$ cat src/rtl/dsr_pkg.sv
`default_nettype none
package dsr_pkg;

  localparam int MAX_ELEMS = 64;
  localparam int VAL_W     = 32;
  localparam int SUM_W     = 37;
  localparam int OUT_TDATA_W = ((VAL_W + SUM_W + 7) / 8) * 8;

  typedef struct packed {
    logic                    valid;
    logic signed [VAL_W-1:0] value;
  } cell_t;

  typedef struct packed {
    logic ins;
    logic shift;
  } cell_ctl_t;

  typedef enum logic [1:0] {
    ST_LOAD  = 2'b01,
    ST_DRAIN = 2'b10
  } state_t;

endpackage
`default_nettype wire

$ cat src/rtl/dsr_cell.sv
`default_nettype none
module dsr_cell (
  input  wire logic                            clk,
  input  wire logic                            rst_n,
  input  wire dsr_pkg::cell_ctl_t              ctl,
  input  wire logic signed [dsr_pkg::VAL_W-1:0] new_value,
  input  wire logic                            prev_keep,
  input  wire dsr_pkg::cell_t                  prev_cell,
  input  wire dsr_pkg::cell_t                  next_cell,
  output dsr_pkg::cell_t                       slot,
  output logic                                 keep
);
  import dsr_pkg::*;

  logic  valid_r, valid_nxt;
  logic signed [VAL_W-1:0] value_r, value_nxt;

  assign keep = valid_r && (value_r >= new_value);
  assign slot = '{valid: valid_r, value: value_r};

  always_comb begin
    valid_nxt = valid_r;
    value_nxt = value_r;
    if (ctl.ins && !keep) begin
      if (prev_keep) begin
        valid_nxt = 1'b1;
        value_nxt = new_value;
      end else begin
        valid_nxt = prev_cell.valid;
        value_nxt = prev_cell.value;
      end
    end else if (ctl.shift) begin
      valid_nxt = next_cell.valid;
      value_nxt = next_cell.value;
    end
  end

  always_ff @(posedge clk) begin
    if (!rst_n) begin
      valid_r <= 1'b0;
    end else begin
      valid_r <= valid_nxt;
    end
    value_r <= value_nxt;
  end

endmodule
`default_nettype wire

$ cat config.mk
export PLATFORM = sky130hd
export DESIGN_NAME = dsr_cell
export DESIGN_NICKNAME = d
export VERILOG_FILES = /design/src/rtl/dsr_pkg.sv /design/src/rtl/dsr_cell.sv
export SDC_FILE = /design/constraint.sdc
export NUM_CORES = 1
export LEC_CHECK = 0
export BUFFER_PORTS_ARGS = -buffer_cell sky130_fd_sc_hd__buf_2
export CORE_MARGIN = 10
export CORE_UTILIZATION = 44
export CTS_BUF_LIST = sky130_fd_sc_hd__clkbuf_4
export DETAILED_ROUTE_END_ITERATION = 10
export HOLD_SLACK_MARGIN = 0.08
export PLACE_DENSITY_LB_ADDON = 0.3
export SETUP_SLACK_MARGIN = 0.1
export SYNTH_ARGS = -nofsm -noshare
export SYNTH_HDL_FRONTEND = slang
export SYNTH_SLANG_ARGS = --single-unit
$ cat constraint.sdc
create_clock -name clk -period 3.25 [get_ports clk]
set_input_delay 0.325 -clock clk [delete_from_list [all_inputs] [get_ports clk]]
set_output_delay 0.325 -clock clk [all_outputs]
set_load 0.03 [all_outputs]
-- Word level (Yosys, flattened, before mapping)
Cells that the tools add are included.
- bits in registers: 33
- output and inout bits: 34
- word-level logic and storage cells: 13
- magnitude comparators: 1
- multiplexer cells: 6
- reduce and logical (&&, ||, !) cells: 4
- operators by type and width (operator ; number):
    2-to-1 mux 32 bit ; 3
    greater-or-equal comparator 32 bit ; 1
    2-to-1 mux 1 bit ; 3
    logical AND 1 bit ; 2
    nonzero test 2 bit ; 1
    zero test 1 bit ; 1

-- Depth between registers and ports, before layout
Gate-level depths: netlist of run 1.
- word-level depth: 5
- mapped depth: 10
- mapped depth without buffers: 9

-- Worst setup path after synthesis of run 1
No wires, ideal clock.
- path kind: register to register
- start: reg value_r[1]
- end: reg value_r[0], enable pin
- setup time: 0.394 ns
- arrival time: 2.918 ns
- setup slack: -0.062 ns
- cell stages (with the launch flop): 10
- clock period less this slack: 3.312 ns
- path through: edfxtp_1 -> ha_1 -> nor2b_4 -> o211ai_2 -> a2111oi_1 -> o31a_1 -> nor4_4 -> o21ai_4 -> buf_12 -> nand2b_1
- cells in the longest elaborated chain, start to end: 5
- ends and longest elaborated chain (item ; RTL line ; source):
    start: declaration ; dsr_cell.sv:16 ; logic signed [VAL_W-1:0] value_r, value_nxt;
    start signal: assignment ; dsr_cell.sv:44 ; value_r <= value_nxt;
    greater-or-equal comparator 32 bit ; dsr_cell.sv:18 ; assign keep = valid_r && (value_r >= new_value);
    logical AND 1 bit ; dsr_cell.sv:18 ;
    zero test 1 bit ; dsr_cell.sv:24 ; if (ctl.ins && !keep) begin
    logical AND 1 bit ; dsr_cell.sv:24 ;
    nonzero test 2 bit (no line) ; -- ;
No other way between the ends.
A chain may end at the register's enable or synchronous reset.

-- Worst setup path in the final report of run 1
- start: reg value_r[30]
- end: reg value_r[0], data pin
- cells in the longest elaborated chain, start to end: 5
- ends and longest elaborated chain (item ; RTL line):
    greater-or-equal comparator 32 bit ; dsr_cell.sv:18
    logical AND 1 bit ; dsr_cell.sv:18
    zero test 1 bit ; dsr_cell.sv:24
    logical AND 1 bit ; dsr_cell.sv:24
    2-to-1 mux 32 bit ; dsr_cell.sv:24
    named net value_nxt[0] ; dsr_cell.sv:16
The timed path passes the listed nets, and every way through them passes these cells.

==> results of run 1 <==
-- layer usage --
layer  track usage  vias to the layer above
met2         0.251                       79
li1              -                     1128
met5             0                        -
met4        0.0500                        0
met3        0.0508                        9
met1         0.159                     1010
-- area by class of cell --
type / instances / share of cell area
antenna: 1 / 0.000685
clock buffer: 6 / 0.0123
clock inverter: 1 / 0.00103
inverter: 35 / 0.0360
multi-input combinational: 155 / 0.459
sequential: 33 / 0.268
tap: 77 / 0.0264
timing repair buffer: 139 / 0.196
-- metrics by stage --
| stage | setup slack (ns) | hold WS [ns] | total power [W] |
|---|---|---|---|
| after global routing | 0.256 | 0.248 | 0.00149 |
| after detailed placement | 0.411 | 0.605 | 0.00119 |
| after CTS | 0.424 | 0.243 | 0.00142 |
| after global placement | 0.462 | 0.589 | 0.00118 |
| final | 0.443 | 0.253 | 0.00141 |
| after floorplan | 0.297 | 0.473 | 0.00102 |
-- cells in the mapped netlist, types with 2 or more instances --
master | n | share of area
a21oi_1 | 14 | 0.024
nand4_2 | 2 | 0.0087
clkbuf_1 | 4 | 0.0052
nand3_1 | 3 | 0.0052
edfxtp_1 | 32 | 0.33
nand4_1 | 5 | 0.011
mux2_4 | 29 | 0.15
ha_1 | 32 | 0.14
nor2_1 | 2 | 0.0026
inv_1 | 35 | 0.046
o21ai_1 | 3 | 0.0052
nand2_1 | 7 | 0.0092
buf_12 | 3 | 0.021
nor4_4 | 2 | 0.015
o21ai_0 | 3 | 0.0052
mux2_2 | 36 | 0.14
-- state kept, by name, indices dropped and copies added, names as in the netlist --
signal / flops
valid_r: 1
value_r: 32
-- path summary, 6_finish.rpt --
path | cells after the start | to
max | 8 | value_r[0]
min | 3 | valid_r
max reg2reg | 8 | value_r[0]
min reg2reg | 3 | valid_r
-- worst register-to-register path, stage by stage (launching register included) --
cell      delay (ns)
edfxtp_1        0.41
ha_1            0.37
nand4_4         0.14
nor4_4          0.35
nor3b_2         0.29
nor4_4          0.09
o21ai_4         0.18
buf_4           0.34
mux2_2          0.38
-- cell families (layout without fill, tap and decap cells) --
group	count (synthesis)	after routing	share of synthesized area
other cells	0	1	0
mux	65	65	0.293
compound gates	29	29	0.0697
buf+inv	43	181	0.0745
fa+ha+maj	32	32	0.139
flops	33	33	0.342
simple gates	29	29	0.0815
-- power groups by stage --
stage / clock network [W] / logic (W) / registers [W]
6_report: 0.000227 / 0.000611 / 0.000567
5_1_grt: 0.000250 / 0.000669 / 0.000575
4_1_cts: 0.000234 / 0.000619 / 0.000568
3_5_place_dp: 0 / 0.000616 / 0.000578
3_3_place_gp: 0 / 0.000607 / 0.000575
2_1_floorplan: 0 / 0.000336 / 0.000683
==> results.md, run 1 <==
| Item | Value |
|---|---|
| Buffer type at the clock tree root | clkbuf_4 |
| Buffers added on ports | 136 |
| Uppermost layer routed | met4 |
| Worst Hold Class | primary input to flop |
| Clock share of power | 0.162 |
| Critical path fanouts, max | 17 |
| Switching fraction of total power | 0.360 |
| Final HPWL from detailed placement | 6.25 mm |
| Worst R2R Start | value_r[30] |
| Total clock sinks | 33 |
| Final weighted congestion in routability-driven placement | 0.821 |
| Power share of the combinational group | 0.435 |
| Remaining max-slew budget at the tightest pin | 0.477 |
| Ys Warns | 0 |
| Count of pins on the block boundary | 137 |
| Num CTS Buffers | 5 |
| Final #Nets | 504 |
| Setup crit start kind | flop |
| Most frequent cells in the layout | buf_2, mux2_2, inv_1 |
| Switching Power | 0.000506 W |
| Maximum resistive drop on vdd | 0.211 mV |
| Storage cell area | 981 um2 |
| Core outline area | 6350 um2 |
| Wirelength per Cell | 16.7 um |
| Number of hold-repair buffers added at the cts stage | 0 |
| Crit path time final | 2.81 ns |
| Pins over their slew limit | 0 |
| Post-CTS clock slew at the launch and capture registers of the worst setup and hold paths | 0.10 ns |
| Power Density | 385 nW/um2 |
| Post-Synthesis Cell Area | 2870 um2 |
| Cell Int Power | 0.000899 W |
| Yosys cell types | 35 |
| Register share of total power | 0.403 |
| Die Width | 101 um |
| Post-route cell area | 3650 um2 |
| Max Root-Sink Buffers | 2 |
| Drt via density | 4.98 |
| Static leakage | 1.87 nW |
| Area of the multi-input gates | 1680 um2 |
| Total routed wirelength | 7.49 mm |
| Synthesized flop and latch total | 33 |
| Average cell area after synthesis | 12.4 um2 |
| Most frequent standard cell in the layout excluding fill and tap cells | buf_2 |
| Clock skew after layout | 0.00881 ns |
| Start point of the worst hold path | rst_n |
| Worst-path cell with the longest stage delay | edfxtp_1 |
| Fraction of the core area covered by cells at the end of the flow | 0.575 |
| Area Overhead vs Synth | 27.3% |
| Period utilisation layout | 0.864 |
| Worst Path Arrival | 2.90 ns |
| Async set-or-reset flop fraction in the synthesized netlist | 0 |
| Sequential element share of the synthesized area | 0.342 |
| Register-to-register path setup slack | 0.44 ns |
| Final sum of negative setup slack | 0 ns |
| Cells along the critical path | ha_1 > nand4_4 > nor4_4 > nor3b_2 > nor4_4 > o21ai_4 > buf_4 > mux2_2 |
| Number of buffers inserted to repair setup after CTS | 0 |
| Antenna viol nets, final | 0 |
| Cell mode on critical path | nor4_4 |
| GRT overflow | 0 |
| Length of routed met2 wiring | 3.77 mm |
| Count of fill cells added during filler insertion | 587 |
| Path type of the worst setup path | flop to flop |
| Worst-margin pin slew | 0.784 ns |
| Ys flop type | edfxtp_1 |
| # placed instances | 439 |
| Source-to-sink clock delay at the later pin of the worst-skew pair | 0.34 ns |
| Total track usage | 0.144 |
| Buffering stage count on the worst path with inverters included | 1 |
| Worst Setup SP | value_r[30] |
| # Max-Cap Violations | 0 |
| Endpoints failing hold | 0 |
| Die height | 101 um |
| Vias in the first global route | 2608 |
| DR WL met3 | 646 um |
| Required @ worst endpoint | 3.35 ns |
| Final setup violation count | 0 |
| Critical Path Sink Type | flop |
| Number of antenna violations at the first check in global routing | 1 |
| Placed Area | 3600 um2 |
| Area enclosed by the die boundary | 10200 um2 |
| Final Non-Filler Cells | 447 |
| CTS tree | done |
| Total number of vias | 2226 |
| Std-Cell Rows | 29 |
| Post_cts resized | 0 |
| Wl on met1 | 2.95 mm |
| Wire length of the first global-routing pass | 11.9 mm |
| 1st-pass router iterations | 4 |
| Starting Density | 0.452 |
| Setup repair after global routing missed its margin | false |
| Cell family with the largest share of critical-path delay | simple AND/OR/NAND/NOR gates |
| H-Tree Level Count | 2 |
| # DRC | 0 |
| EDFF count, synth | 32 |
| Synthesized net count | 366 |
| Post-synthesis cell count | 231 |
| Number of DRC violations after detailed-routing iteration 0 | 47 |
| Ratio of cells with drive above 1 in the final layout | 0.607 |
| Slowest cell delay on critical path | 0.41 ns |
| Fmax | 356 MHz |
| Maximum number of pins on one net before global-route repair | 34 |
| Outcome | finished clean |
(Power assumes the default switching activity.)
==> inputs of run 2 (changes only) <==
--- a/config.mk
+++ b/config.mk
@@ -7,8 +7,9 @@
 export LEC_CHECK = 0
 export BUFFER_PORTS_ARGS = -buffer_cell sky130_fd_sc_hd__buf_2
 export CORE_MARGIN = 10
-export CORE_UTILIZATION = 44
+export CORE_UTILIZATION = 45
 export CTS_BUF_LIST = sky130_fd_sc_hd__clkbuf_4
+export CTS_CLUSTER_DIAMETER = 50
 export DETAILED_ROUTE_END_ITERATION = 10
 export HOLD_SLACK_MARGIN = 0.08
 export PLACE_DENSITY_LB_ADDON = 0.3
==> constraint.sdc (replaced) <==
create_clock -name clk -period 2.9 [get_ports clk]
set_input_delay 0.29 -clock clk [delete_from_list [all_inputs] [get_ports clk]]
set_output_delay 0.29 -clock clk [all_outputs]
set_load 0.03 [all_outputs]
==> results.md, run 2 (synthesized netlist as in run 1, its figures left out) <==
| Item | Value | vs previous |
|---|---|---|
| Fmax | 373 MHz |  |
| 1st-pass router iterations | 4 | unchanged |
| Terminus of the critical flop-to-flop path | value_r[31] |  |
| Critical path fanouts, max | 3 | -14 |
| Path type of the worst setup path | flop to primary output |  |
| Total routed wirelength | 7.69 mm | +2.7% |
| Total clock sinks | 33 | unchanged |
| Maximum resistive drop on vdd | 0.224 mV | +5.8% |
| Period utilisation layout | 0.925 |  |
| Max Root-Sink Buffers | 2 | unchanged |
| H-Tree Level Count | 2 | unchanged |
| Vias in the first global route | 2599 | -0.35% |
| Final sum of negative setup slack | 0 ns | unchanged |
| Area enclosed by the die boundary | 9970 um2 | -1.8% |
| Pins over their slew limit | 0 | unchanged |
| Final setup violation count | 0 | unchanged |
| GRT overflow | 0 | unchanged |
| Wirelength per Cell | 17.2 um | +2.5% |
| Source-to-sink clock delay at the later pin of the worst-skew pair | 0.34 ns | about the same |
| Std-Cell Rows | 29 | unchanged |
| Number of antenna violations at the first check in global routing | 0 | -1 |
| Static leakage | 1.91 nW | +2.0% |
| Post-route cell area | 3720 um2 | +2.0% |
| Capture point of the critical path | keep |  |
| Register bank with the most flops | value_r |  |
| Worst Path Arrival | 2.39 ns | -0.51 ns |
| Total number of vias | 2281 | +2.5% |
| Buffer type at the clock tree root | clkbuf_4 |  |
| Endpoints failing hold | 0 | unchanged |
| Worst Setup SP | value_r[1] |  |
| Register-to-register path setup slack | 0.24 ns | -0.20 ns |
| Remaining max-slew budget at the tightest pin | 0.479 | +0.00162 |
| Critical Path Sink Type | primary output |  |
| Post-CTS clock slew at the launch and capture registers of the worst setup and hold paths | 0.10 ns | about the same |
| Die height | 99.9 um | -0.89% |
| Final weighted congestion in routability-driven placement | 0.740 | -9.9% |
| Power Density | 432 nW/um2 | +12% |
| Antenna diode instance count | 0 | -1 |
| CTS tree | done |  |
| Most frequent standard cell in the layout excluding fill and tap cells | buf_2 |  |
| Placed Area | 3640 um2 | +1.0% |
| Worst R2R Start | value_r[14] |  |
| Number of hold-repair buffers added at the cts stage | 0 | unchanged |
| Num CTS Buffers | 5 | unchanged |
| Number of flip-flops in the largest register | 32 | unchanged |
| Area Overhead vs Synth | 29.8% |  |
| Number of cells on the worst hold path | 3 | unchanged |
| Clock skew after layout | 0.0114 ns | +0.00254 ns |
| # DRC | 0 | unchanged |
| Final #Nets | 506 | +0.40% |
| Number of DRC violations after detailed-routing iteration 0 | 53 | +13% |
| # Max-Cap Violations | 0 | unchanged |
| Drt via density | 5.09 | +2.2% |
| Registers with the most flip-flops | value_r (32), valid_r (1) |  |
| Outcome | finished clean |  |
| Starting Density | 0.457 | +0.00523 |
| Crit path time final | 2.68 ns |  |
| Worst Hold Class | primary input to flop |  |
| Setup crit start kind | flop |  |
| Core outline area | 6280 um2 | -1.1% |
| Most frequent cells in the layout | buf_2, mux2_2, inv_1 |  |
| Length in cells of the worst reg-to-reg path | 8 | unchanged |
| Die Width | 99.9 um | -0.89% |
| Antenna viol nets, final | 0 | unchanged |
| Count of pins on the block boundary | 137 | unchanged |
| Ratio of cells with drive above 1 in the final layout | 0.615 | +0.00751 |
| Required @ worst endpoint | 2.61 ns | -0.74 ns |
| Buffers added on ports | 136 | unchanged |
| Setup repair after global routing missed its margin | true |  |
| Wire length of the first global-routing pass | 12.2 mm | +3.2% |
| Maximum number of pins on one net before global-route repair | 34 | unchanged |
| Worst-margin pin slew | 0.782 ns | -0.00244 ns |
| Total track usage | 0.149 | +0.00505 |
| Final HPWL from detailed placement | 6.43 mm | +2.9% |
==> run 2: worst max-delay path, cell delays in order (launching register included) <==
cell,delay [ns]
edfxtp_1,0.42
ha_1,0.31
nor2b_4,0.13
o211ai_2,0.13
a2111oi_1,0.10
o31a_1,0.28
nor4_4,0.39
nor2_1,0.11
clkbuf_4,0.20
==> run 2: layout make-up <==
| type | count | area, um2 |
|---|---|---|
| flip-flops and latches | 33 | 981 |
| fillers | 560 | 2550 |
| clock buffers | 6 | 45.0 |
| well taps | 77 | 96.3 |
| inverters | 35 | 131 |
| multi-input cells | 155 | 1710 |
| repair buffers | 141 | 762 |
| clock inverters | 1 | 3.75 |
==> run 2: worst min-delay path by stage <==
| stage | startpoint | to | slack [ns] |
|---|---|---|---|
| 3_5_place_dp | rst_n | valid_r | 0.57 |
| 2_1_floorplan | rst_n | valid_r | 0.44 |
| 3_3_place_gp | rst_n | valid_r | 0.56 |
| 4_1_cts | rst_n | valid_r | 0.20 |
| 6_report | rst_n | valid_r | 0.22 |
| 5_1_grt | rst_n | valid_r | 0.23 |
==> run 2: where the power goes <==
| group | switching [W] | internal, W |
|---|---|---|
| logic | 0.000390 | 0.000325 |
| registers | 0.0000335 | 0.000603 |
| clock network | 0.000159 | 0.0000974 |
==> run 2: layer usage <==
layer | wire length [um] | global-route usage
met3 | 538 | 0.0495
met1 | 3100 | 0.157
met2 | 3940 | 0.277
met5 | 0 | 0
met4 | 108 | 0.0386
==> run 2: repair_timing <==
action / 4_1_cts / 5_1_grt
setup buffers: 0 / 1
setup endpoints to repair: 0 / 64
resized for setup: 0 / 5
==> run 2: through the flow <==
step / utilization / total power (W) / setup WS [ns] / hold WS (ns) / instances
6_report: 0.593 / 0.00161 / 0.219 / 0.216 / 448
5_1_grt: 0.593 / 0.00171 / 0.0726 / 0.225 / 448
4_1_cts: 0.588 / 0.00162 / 0.133 / 0.198 / 447
3_5_place_dp: 0.580 / 0.00136 / 0.132 / 0.566 / 440
3_3_place_gp: 0.580 / 0.00134 / 0.156 / 0.562 / 440
2_1_floorplan: - / 0.00114 / 0.137 / 0.438 / 231
==> inputs of run 3 (changes only) <==
--- a/config.mk
+++ b/config.mk
@@ -6,10 +6,11 @@
 export NUM_CORES = 1
 export LEC_CHECK = 0
 export BUFFER_PORTS_ARGS = -buffer_cell sky130_fd_sc_hd__buf_2
-export CORE_MARGIN = 10
+export CORE_MARGIN = 3
 export CORE_UTILIZATION = 45
 export CTS_BUF_LIST = sky130_fd_sc_hd__clkbuf_4
 export CTS_CLUSTER_DIAMETER = 50
+export CTS_CLUSTER_SIZE = 24
 export DETAILED_ROUTE_END_ITERATION = 10
 export HOLD_SLACK_MARGIN = 0.08
 export PLACE_DENSITY_LB_ADDON = 0.3
==> results.md, run 3 (synthesized netlist as in run 1, its figures left out) <==
| Item | Value | vs previous |
|---|---|---|
| Core outline area | 6060 um2 | -3.4% |
| Switching Power | 0.000581 W | -0.12% |
| Area enclosed by the die boundary | 7370 um2 | -26% |
| Fmax | 375 MHz | +0.57% |
| Most frequent cells in the layout | buf_2, mux2_2, inv_1 |  |
| Number of flip-flops in the largest register | 32 | unchanged |
| H-Tree Level Count | 2 | unchanged |
| Static leakage | 1.91 nW | +0.24% |
| Clock skew after layout | 0.00747 ns | -0.00388 ns |
| Buffer type at the clock tree root | clkbuf_4 |  |
| Required @ worst endpoint | 3.00 ns | +0.39 ns |
| Final setup violation count | 0 | unchanged |
| Wire length of the first global-routing pass | 10.7 mm | -13% |
| Number of cells on the worst hold path | 3 | unchanged |
| Setup crit start kind | flop |  |
| Number of DRC violations after detailed-routing iteration 0 | 59 | +11% |
| Maximum resistive drop on vdd | 0.217 mV | -2.9% |
| Count of fill cells added during filler insertion | 520 | -7.1% |
| Max Root-Sink Buffers | 2 | unchanged |
| Starting Density | 0.474 | +0.0163 |
| Placed Area | 3650 um2 | +0.28% |
| Worst R2R Start | value_r[19] |  |
| Final weighted congestion in routability-driven placement | 0.802 | +8.4% |
| Total power | 0.00161 W | +0.39% |
| End point of the worst hold path | valid_r |  |
| Remaining max-slew budget at the tightest pin | 0.472 | -0.00675 |
| Period utilisation layout | 0.919 | -0.00521 |
| Std-Cell Rows | 28 | -3.4% |
| Cell Int Power | 0.00103 W | +0.68% |
| Power share of the combinational group | 0.440 | -0.004 |
| Drt via density | 5.08 | -0.17% |
| Register-to-register path setup slack | 0.23 ns | about the same |
| Critical Path Sink Type | flop |  |
| GRT overflow | 0 | unchanged |
| Registers with the most flip-flops | value_r (32), valid_r (1) |  |
| Worst-path cell with the longest stage delay | edfxtp_1 |  |
| Setup repair after global routing missed its margin | true |  |
| Critical path fanouts, max | 15 | +12 |
| Total track usage | 0.183 | +0.0332 |
| Die Width | 85.9 um | -14% |
| CTS tree | done |  |
| Ratio of cells with drive above 1 in the final layout | 0.620 | +0.00539 |
| Length in cells of the worst reg-to-reg path | 8 | unchanged |
| Register bank with the most flops | value_r |  |
| Final #Nets | 505 | -0.20% |
| Worst-margin pin slew | 0.792 ns | +0.0101 ns |
| Outcome | finished clean |  |
| # DRC | 0 | unchanged |
| Switching fraction of total power | 0.360 | -0.00184 |
| Total routed wirelength | 6.69 mm | -13% |
| 1st-pass router iterations | 4 | unchanged |
| Number of antenna violations at the first check in global routing | 0 | unchanged |
| Register share of total power | 0.395 | about the same |
| Worst Path Arrival | 2.76 ns | +0.37 ns |
| Post-CTS clock slew at the launch and capture registers of the worst setup and hold paths | 0.11 ns | about the same |
| Buffers added on ports | 136 | unchanged |
| Most frequent standard cell in the layout excluding fill and tap cells | buf_2 |  |
| Maximum number of pins on one net before global-route repair | 34 | unchanged |
| Cells along the critical path | ha_1 > nand4_1 > nor4_4 > nor3b_4 > nor4_4 > o21ai_4 > buf_12 > mux2_2 |  |
| Total clock sinks | 33 | unchanged |
| Number of hold-repair buffers added at the cts stage | 0 | unchanged |
| Worst hold margin | 0.221 ns | +0.00492 ns |
| Cell family with the largest share of critical-path delay | simple AND/OR/NAND/NOR gates |  |
| Power Density | 431 nW/um2 | -0.11% |
| Count of pins on the block boundary | 137 | unchanged |
| Wirelength per Cell | 15.0 um | -13% |
| # Max-Cap Violations | 0 | unchanged |
| Pins over their slew limit | 0 | unchanged |
| Final HPWL from detailed placement | 5.56 mm | -13% |
| Total number of vias | 2267 | -0.61% |
| Vias in the first global route | 2328 | -10% |
| Buffering stage count on the worst path with inverters included | 1 | unchanged |
| Clock share of power | 0.165 | +0.005 |
| Area Overhead vs Synth | 30.4% |  |
| Worst Hold Class | primary input to flop |  |
| Start point of the worst hold path | rst_n |  |
| Endpoints failing hold | 0 | unchanged |
| Cell mode on critical path | nor4_4 |  |
| Post-route cell area | 3740 um2 | +0.50% |
| Antenna diode instance count | 0 | unchanged |
| Die height | 85.9 um | -14% |
| Terminus of the critical flop-to-flop path | value_r[31] |  |
| Slowest cell delay on critical path | 0.41 ns | about the same |
| Num CTS Buffers | 5 | unchanged |
| Crit path time final | 2.67 ns | -0.0151 ns |
| Source-to-sink clock delay at the later pin of the worst-skew pair | 0.33 ns | about the same |
| Final sum of negative setup slack | 0 ns | unchanged |
| Antenna viol nets, final | 0 | unchanged |
| Path type of the worst setup path | flop to flop |  |
-- run 3: area by class of cell --
class,instances,area [um2],area share
multi-input combinational,155,1720,0.459
clock buffer,6,45.0,0.0120
sequential,33,981,0.262
inverter,35,131,0.0351
timing repair buffer,140,763,0.204
clock inverter,2,10.0,0.00267
tap,75,93.8,0.0251
-- run 3: worst max path at each step --
stage / depth (start not counted) / from / to
6_report: 8 / value_r[19] / value_r[31]
3_3_place_gp: 10 / new_value[31] / value_r[31]
3_5_place_dp: 10 / new_value[31] / value_r[31]
4_1_cts: 8 / value_r[25] / value_r[1]
2_1_floorplan: 9 / value_r[1] / value_r[0]
5_1_grt: 8 / value_r[17] / value_r[1]
-- run 3: what timing repair did --
item,in CTS,in global routing
resized for setup,0,6
setup buffers,0,0
setup endpoints to repair,0,65
-- run 3: metal layers --
metal	routed length, um	vias to the layer above	track usage
met4	77	0	0.0475
li1	-	1130	-
met1	2910	1056	0.236
met2	3310	73	0.306
met5	0	-	0
met3	391	8	0.0432
-- run 3: stage by stage --
stage / util / setup slack (ns) / cells
2_1_floorplan: - / 0.137 / 231
3_3_place_gp: 0.602 / 0.225 / 438
3_5_place_dp: 0.602 / 0.173 / 438
4_1_cts: 0.611 / 0.170 / 446
5_1_grt: 0.618 / 0.0811 / 446
6_report: 0.618 / 0.234 / 446
-- run 3: worst register-to-register path, delay by kind of cell (launching register included) --
kind	cells	cell delay [ns]
AO/OA/AOI/OAI	1	0.23
adder cells (fa/ha/maj)	1	0.34
AND/OR/NAND/NOR	4	0.89
multiplexers	1	0.37
buffers and inverters	1	0.20
flip-flops	1	0.41
-- run 3: power groups by stage --
stage | Clock [W] | Combinational [W] | Sequential [W]
floorplan | 0 | 0.000378 | 0.000765
global placement | 0 | 0.000690 | 0.000646
detailed placement | 0 | 0.000705 | 0.000649
CTS | 0.000275 | 0.000708 | 0.000638
global route | 0.000299 | 0.000772 | 0.000646
finish | 0.000266 | 0.000710 | 0.000638
